## src/design/busc_pkg.sv

```systemverilog
// Shared types, codes and helpers for the book update sequence checker.
// No dependencies; imported by every module of the block.
`timescale 1ns / 1ps
`default_nettype none

package busc_pkg;

   localparam int unsigned ID_BITS            = 63;
   localparam int unsigned SID_BITS           = 64;
   localparam int unsigned CNT_BITS_DEFAULT   = 32;
   localparam int unsigned COUNT_OUT_BITS     = 32;
   localparam int unsigned NUM_COUNTERS       = 6;
   localparam int unsigned MODE_BITS          = 2;
   localparam int unsigned DEC_BITS           = 3;
   localparam int unsigned PHASE_OUT_BITS     = 2;
   localparam int unsigned REQ_DATA_BITS      = 128;
   localparam int unsigned RSP_DATA_BITS      = 200;

   // Counter slots.
   localparam int unsigned CNT_SNAP  = 0;
   localparam int unsigned CNT_BUF   = 1;
   localparam int unsigned CNT_DISC  = 2;
   localparam int unsigned CNT_STALE = 3;
   localparam int unsigned CNT_APPLY = 4;
   localparam int unsigned CNT_GAP   = 5;

   // Phase as reported on the result channel.
   localparam logic [PHASE_OUT_BITS-1:0] PHASE_CODE_AWAIT  = 2'd0;
   localparam logic [PHASE_OUT_BITS-1:0] PHASE_CODE_LIVE   = 2'd1;
   localparam logic [PHASE_OUT_BITS-1:0] PHASE_CODE_RESYNC = 2'd2;

   typedef enum logic [MODE_BITS-1:0] {
      MODE_UPDATE   = 2'd0,
      MODE_SNAPSHOT = 2'd1,
      MODE_RESYNC   = 2'd2
   } mode_type;

   typedef enum logic [DEC_BITS-1:0] {
      DEC_APPLY   = 3'd0,
      DEC_DISCARD = 3'd1,
      DEC_BUFFER  = 3'd2,
      DEC_GAP     = 3'd3,
      DEC_NONE    = 3'd4
   } decision_type;

   typedef enum logic [2:0] {
      PH_AWAIT  = 3'b001,
      PH_LIVE   = 3'b010,
      PH_RESYNC = 3'b100
   } phase_type;

   typedef struct packed {
      phase_type                   phase;
      logic                        first_pending;
      logic signed [SID_BITS-1:0]  snap_id;
      logic signed [SID_BITS-1:0]  applied_id;
   } seq_state_type;

   typedef struct packed {
      decision_type               decision;
      seq_state_type              next;
      logic [NUM_COUNTERS-1:0]    bump;
   } step_type;

   function automatic logic [PHASE_OUT_BITS-1:0] phase_code(input phase_type ph);
      logic [PHASE_OUT_BITS-1:0] code;
      unique case (ph)
         PH_AWAIT:  code = PHASE_CODE_AWAIT;
         PH_LIVE:   code = PHASE_CODE_LIVE;
         PH_RESYNC: code = PHASE_CODE_RESYNC;
         default:   code = PHASE_CODE_AWAIT;
      endcase
      return code;
   endfunction

endpackage

`default_nettype wire

```

## src/design/busc_decide.sv

```systemverilog
// Per-event decision logic: classifies one event against the sequence state.
// Depends on busc_pkg; purely combinational, used by the top level.
`timescale 1ns / 1ps
`default_nettype none

module busc_decide
   import busc_pkg::*;
(
   input  wire logic [MODE_BITS-1:0] mode,
   input  wire logic [ID_BITS-1:0]   start_id,
   input  wire logic [ID_BITS-1:0]   last_id,
   input  wire seq_state_type        cur,
   output step_type                  step
);

   logic signed [SID_BITS-1:0] first_s;
   logic signed [SID_BITS-1:0] last_s;
   logic signed [SID_BITS-1:0] first_m1;

   assign first_s  = $signed({1'b0, start_id});
   assign last_s   = $signed({1'b0, last_id});
   // Comparing first - 1 avoids any overflow on the stored id plus one.
   assign first_m1 = first_s - 64'sd1;

   always_comb begin
      step          = '0;
      step.decision = DEC_NONE;
      step.next     = cur;
      unique case (mode)
         MODE_UPDATE: begin
            if (cur.phase != PH_LIVE) begin
               step.decision      = DEC_BUFFER;
               step.bump[CNT_BUF] = 1'b1;
            end else if (cur.first_pending) begin
               if (last_s <= cur.snap_id) begin
                  step.decision       = DEC_DISCARD;
                  step.bump[CNT_DISC] = 1'b1;
               end else if (first_m1 > cur.snap_id) begin
                  // The snapshot is older than the first event can join.
                  step.decision        = DEC_GAP;
                  step.bump[CNT_STALE] = 1'b1;
                  step.next.phase      = PH_RESYNC;
               end else begin
                  step.decision            = DEC_APPLY;
                  step.bump[CNT_APPLY]     = 1'b1;
                  step.next.first_pending  = 1'b0;
                  step.next.applied_id     = last_s;
               end
            end else if (first_m1 == cur.applied_id) begin
               step.decision        = DEC_APPLY;
               step.bump[CNT_APPLY] = 1'b1;
               step.next.applied_id = last_s;
            end else if (last_s <= cur.applied_id) begin
               step.decision       = DEC_DISCARD;
               step.bump[CNT_DISC] = 1'b1;
            end else begin
               step.decision      = DEC_GAP;
               step.bump[CNT_GAP] = 1'b1;
               step.next.phase    = PH_RESYNC;
            end
         end
         MODE_SNAPSHOT: begin
            step.bump[CNT_SNAP]     = 1'b1;
            step.next.snap_id       = last_s;
            step.next.applied_id    = last_s;
            step.next.first_pending = 1'b1;
            step.next.phase         = PH_LIVE;
         end
         MODE_RESYNC: begin
            step.next.phase         = PH_AWAIT;
            step.next.first_pending = 1'b0;
            step.next.snap_id       = -64'sd1;
            step.next.applied_id    = -64'sd1;
         end
         default: begin
            step.decision = DEC_NONE;
         end
      endcase
   end

endmodule

`default_nettype wire

```

## config.mk

```make
export PLATFORM = sky130hd
export DESIGN_NAME = busc_decide
export DESIGN_NICKNAME = d
export VERILOG_FILES = /design/src/design/busc_pkg.sv /design/src/design/busc_decide.sv
export SDC_FILE = /design/constraint.sdc
export NUM_CORES = 1
export LEC_CHECK = 0
export BUFFER_PORTS_ARGS = -buffer_cell sky130_fd_sc_hd__buf_2
export CORE_AREA = 2 2 156 158
export DETAILED_ROUTE_END_ITERATION = 12
export DIE_AREA = 0 0 158 160
export PLACE_DENSITY = 0.84
export RECOVER_POWER = 50
export SETUP_SLACK_MARGIN = 0.02
export SLEW_MARGIN = 10
export SYNTH_ARGS = -nofsm -noshare
export SYNTH_HDL_FRONTEND = slang
export SYNTH_SLANG_ARGS = --single-unit
```

## constraint.sdc

```tcl
create_clock -name vclk -period 19.1
set_input_delay 2.865 -clock vclk [all_inputs]
set_output_delay 2.865 -clock vclk [all_outputs]
set_load 0.02 [all_outputs]
```

* Yosys cells after proc, flatten, opt, wreduce, memory -nomap -nowiden *
Index checks and enable logic that the tools add are counted.

cells by class
  $add $sub $neg = 1
  magnitude comparators = 3
  equality and inequality tests = 4
  multiplexer cells = 37
  reduce and logical (&&, ||, !) cells = 1

operators by type and width
  cell                     count
  $mux W64                 4
  $pmux W64 S3             1
  $le A64 B64 Y1           2
  $pmux W64 S2             1
  $mux W68                 1
  $eq A64 B64 Y1           1
  $gt A64 B64 Y1           1
  $sub A63 B1 Y64 const B  1
  $mux W3                  6
  $mux W1                  15
  $pmux W4 S3              1
  $mux W2                  4
  $mux W4                  2
  $mux W6                  1
  $mux W5                  1
  $ne A3 B2 Y1 const B     1
  $eq A2 B1 Y1 const B     1
  $eq A2 B2 Y1 const B     1
  $logic_not A2 Y1         1

word-level totals
  register bits = 0
  input port bits = 260
  output and inout bits = 141

* Longest topological paths before layout *
  depth in word-level cells = 7
  depth in mapped cells = 23
  gate-level depth less buffers = 20

* Worst setup path after synthesis *
OpenSTA, ideal clock, no wires.

  path type = input port to output port
  from = input start_id[0]
  to = output step[17] (netlist bit)
  arrival time = 7.263 ns
  path slack = 8.972 ns
  stages on the path = 21
  path buffers = 2
  cell sequence = inv_1 > ha_1 > or4b_2 > nand4bb_1 > clkbuf_1 > nor4_4 > nand2_1 > xnor2_1 > ha_1 > nand4_1 > nor4_1 > and3_1 > nand3_1 > a41oi_1 > a211oi_1 > a21oi_1 > nor2_1 > mux2i_1 > buf_6 > and2_1 > a221o_1

RTL lines
  item             RTL line           text
  start, declared  busc_decide.sv:10  input wire logic [ID_BITS-1:0] start_id,
  end, declared    busc_decide.sv:13  output step_type step

==> summary by stage <==
STA
The total count of hold-check failures in the final report is 0. The worst max-slew margin expressed relative to the limit is -130%. Setup repair after global routing left no endpoint under its margin. Setup violations remaining at the end of the flow were counted as 0. The post-route clock period utilization is 69.3%. The maximum clock frequency is 75.5 MHz. The max-slew violation total from the final report is 234.

The worst path in the final design needs a cycle of 13,240 ps, including I/O delays and setup. The transition time of the tightest slew-check pin is 3450 ps. The summed negative setup slack over all endpoints is 0 ps.

Final layout
The layout has 2,479 filler cells. The proportion of layout cells with a drive suffix above 1 is 20.5%. The sequential cell count of the final layout is 0. In the final design database the tool counted 2,324 nets. Counting the clock-network buffers in the layout gives 0. The sequential cells in the finished layout cover a total of 0 um^2. The layout overhead on the synthesized area is 20.3%. The end-of-flow core utilization is 52.0%.

Route
For this run, design rule violations remaining after detail routing come to 0. Dividing the detail-routed wire length by the instance count gives 23.0 um. The violation count after the first detailed-route iteration is 1,256. The post-detailed-route via-to-cell ratio is 6.19. The number of nets with antenna violations after detailed routing is 0. Before antenna repair, the detailed router went through 6 iterations. Across all layers, the routed design uses 13,573 vias. Wires add up to 50,400 um.

Hold path
The path class of the tightest hold or removal check is in -> out. The cell depth of the worst hold path is 3. In this run the most critical hold path is launched from cur[129]. The path with the worst hold slack has its endpoint at step[135].

Pwr
The power share of the clock group is 0%. For this design the total switching power over the nets is 226 uW. VDD sags by at most 24.6 uV. Per report_power, the combinational group accounts for 100.0% of the total.

In this run the power density over the cells is 28.3 nW/um^2. The share of total power dissipated in sequential elements is 0%. In this run switching power makes up 64.6% of total power.

The cell internal power dissipation is 124 uW. The analysis attributes to cell leakage a power of 6.25 nW.

Synth
A synthesized cell averages 6.71 um^2. The portion of synthesized area spent on multiplexers is 0.595%. Summing the areas of all compound-gate instances in the mapped netlist gives 30.7% of the synthesized area. The synthesized netlist devotes 23.7% of its cell area to adder and majority cells. When the netlist entered floorplanning its net count stood at 1,990. Counting distinct cell types in the post-synthesis netlist gives 78. The main combinational cell family by area after synthesis is compound AO/OA/AOI/OAI gates. The post-synthesis sequential area ratio is 0%.

The synthesized netlist occupies a cell area of 10,300 um^2. The Yosys warning count is 0. The synthesized netlist devotes 9.22% of its cell area to XOR and XNOR gates.

Synthesis handed over a netlist of 1,535 instances. The area fraction in and, or, nand and nor cells after synthesis is 26.9%.

Global route
The number of antenna violations at the first check in global routing was 6. The via count of the first global-routing pass is 12,645. The aggregate global routing overflow is 0.

The global-route wire length before repair is 72,700 um. The aggregate global-route resource usage is 37.3%. The pin count of the biggest net entering global routing is 69.

Floorplan
The initial utilization of the core area, before any placement, comes to 43.2%. The die covers 25,300 um^2. 401 I/O pins were placed. The area of the core region is 23,800 um^2. The number of rows in the core area is 57.

Measured along the y axis, the die boundary spans 160 um. The die width is 158 um.

Run
The number of max-cap violations is 4.

Setup path
STA classifies the critical path startpoint as an input pin. The setup path with the least slack is of type in -> out. The element type at the critical path end is an output pin.

Data on the critical path arrives at its endpoint at 10,380 ps. The required time at the worst-slack endpoint is 16,230 ps. Along the worst path, the maximum fanout reaches 31.

Status
The run finished, with violations left. The checks that failed: max-capacitance violations, max-slew violations.

Place
The count of input and output buffers is 401. The detailed-placement wirelength estimate is 43,400 um. Routability-driven placement finished with a final weighted congestion of 1.02.

Clock tree
The post-cts sizing count is 0. For this design, the CTS-stage hold fixing added 0 buffers. Once the clock tree was built, the setup fixing pass inserted 0 buffers.
-- cell usage after synthesis (all sizes together) (7+ instances only) --
cell | count | area, um^2
a21oi | 194 | 975
nand2 | 53 | 199
or2 | 8 | 50.1
a21o | 83 | 623
a211oi | 9 | 67.6
o211ai | 11 | 82.6
xor2 | 44 | 385
nand2b | 12 | 75.1
nor2b | 15 | 93.8
o21ai | 33 | 165
ha | 195 | 2440
xnor2 | 49 | 429
nor4 | 46 | 315
nor3 | 42 | 215
or3 | 12 | 80.1
nor4b | 7 | 67.6
inv | 151 | 567
or4 | 13 | 101
o2bb2ai | 61 | 597
clkbuf | 64 | 240
nand4 | 65 | 407
o21a | 7 | 52.6
nor2 | 197 | 747
nand3 | 28 | 140
buf | 18 | 104
and2 | 10 | 62.6
and4 | 12 | 105
a2111oi | 8 | 71.3
-- how the worst max path moves through the flow --
stage / from / endpoint / cells past startpoint
4_1_cts: start_id[28] / step[46] / 21
5_1_grt: start_id[33] / step[46] / 21
3_3_place_gp: start_id[33] / step[46] / 21
6_report: start_id[28] / step[46] / 21
2_1_floorplan: start_id[0] / step[17] / 21
3_5_place_dp: start_id[28] / step[46] / 21
-- routing by layer --
layer	up-vias	GRT usage [%]	wire, um
li1	6344	-	-
met3	129	6.02	4330
met5	-	0	37
met2	744	63.6	23200
met1	6350	46.7	20400
met4	6	14.7	2440
-- layout by cell type (no fill, tap or decap), drive strengths merged, types with 13 or more instances in the layout --
| cell type | count |
|---|---|
| nand4 | 65 |
| nor2b | 15 |
| ha | 195 |
| o21ai | 33 |
| buf | 347 |
| nor3 | 42 |
| o2bb2ai | 61 |
| a21oi | 194 |
| clkbuf | 67 |
| or4 | 13 |
| nand3 | 28 |
| inv | 151 |
| a21o | 83 |
| nor4 | 46 |
| xor2 | 44 |
| xnor2 | 49 |
| nor2 | 197 |
| nand2 | 53 |
-- power by group through the flow --
stage	Combinational [mW]	Sequential [mW]	Clock, mW
after floorplan	0.210	0	0
after global placement	0.337	0	0
after detailed placement	0.345	0	0
after CTS	0.347	0	0
after global routing	0.378	0	0.00000000700
final	0.350	0	0.00000000619
-- critical path: stages --
cell	delay [ps]
sky130_fd_sc_hd__buf_2	170
sky130_fd_sc_hd__nor4_1	980
sky130_fd_sc_hd__nand3_1	510
sky130_fd_sc_hd__nor4_1	830
sky130_fd_sc_hd__nand4_1	390
sky130_fd_sc_hd__nor2_1	230
sky130_fd_sc_hd__xor2_1	100
sky130_fd_sc_hd__ha_1	300
sky130_fd_sc_hd__nand4_1	140
sky130_fd_sc_hd__nor4_1	550
sky130_fd_sc_hd__and3_1	310
sky130_fd_sc_hd__nand3_1	110
sky130_fd_sc_hd__a41oi_1	230
sky130_fd_sc_hd__a211oi_1	80
sky130_fd_sc_hd__a21oi_1	310
sky130_fd_sc_hd__nor2_1	130
sky130_fd_sc_hd__mux2i_1	790
sky130_fd_sc_hd__a21oi_4	440
sky130_fd_sc_hd__buf_4	420
sky130_fd_sc_hd__o2bb2ai_1	240
sky130_fd_sc_hd__buf_2	200
-- per-stage QoR --
stage | hold slack [ps] | cells | power (mW) | instance area, um^2 | setup WS, ps
after global placement | 6050 | 2191 | 0.337 | 12500 | 6330
final | 6060 | 2193 | 0.350 | 12400 | 5860
after global routing | 6070 | 2192 | 0.378 | 12400 | 5530
after CTS | 6060 | 2191 | 0.347 | 12500 | 6130
after floorplan | 5870 | 1535 | 0.210 | 10300 | 8970
after detailed placement | 6060 | 2191 | 0.345 | 12500 | 6150
-- layout make-up --
class	count	area, um^2	share of cell area [%]
inverter	151	567	4.57
timing repair buffer	414	2020	16.3
tap	324	405	3.27
multi-input combinational	1302	9400	75.9
antenna	2	5.00	0.0404
-- cells by family (layout without fill, tap and decap cells) --
family          Yosys count  after routing
compound gates          467            467
fa+ha+maj               195            195
xor+xnor                 99             99
mux                       6              6
simple gates            535            535
buf+inv                 233            565
other cells               0              2
Power figures use the tool's default switching activity.
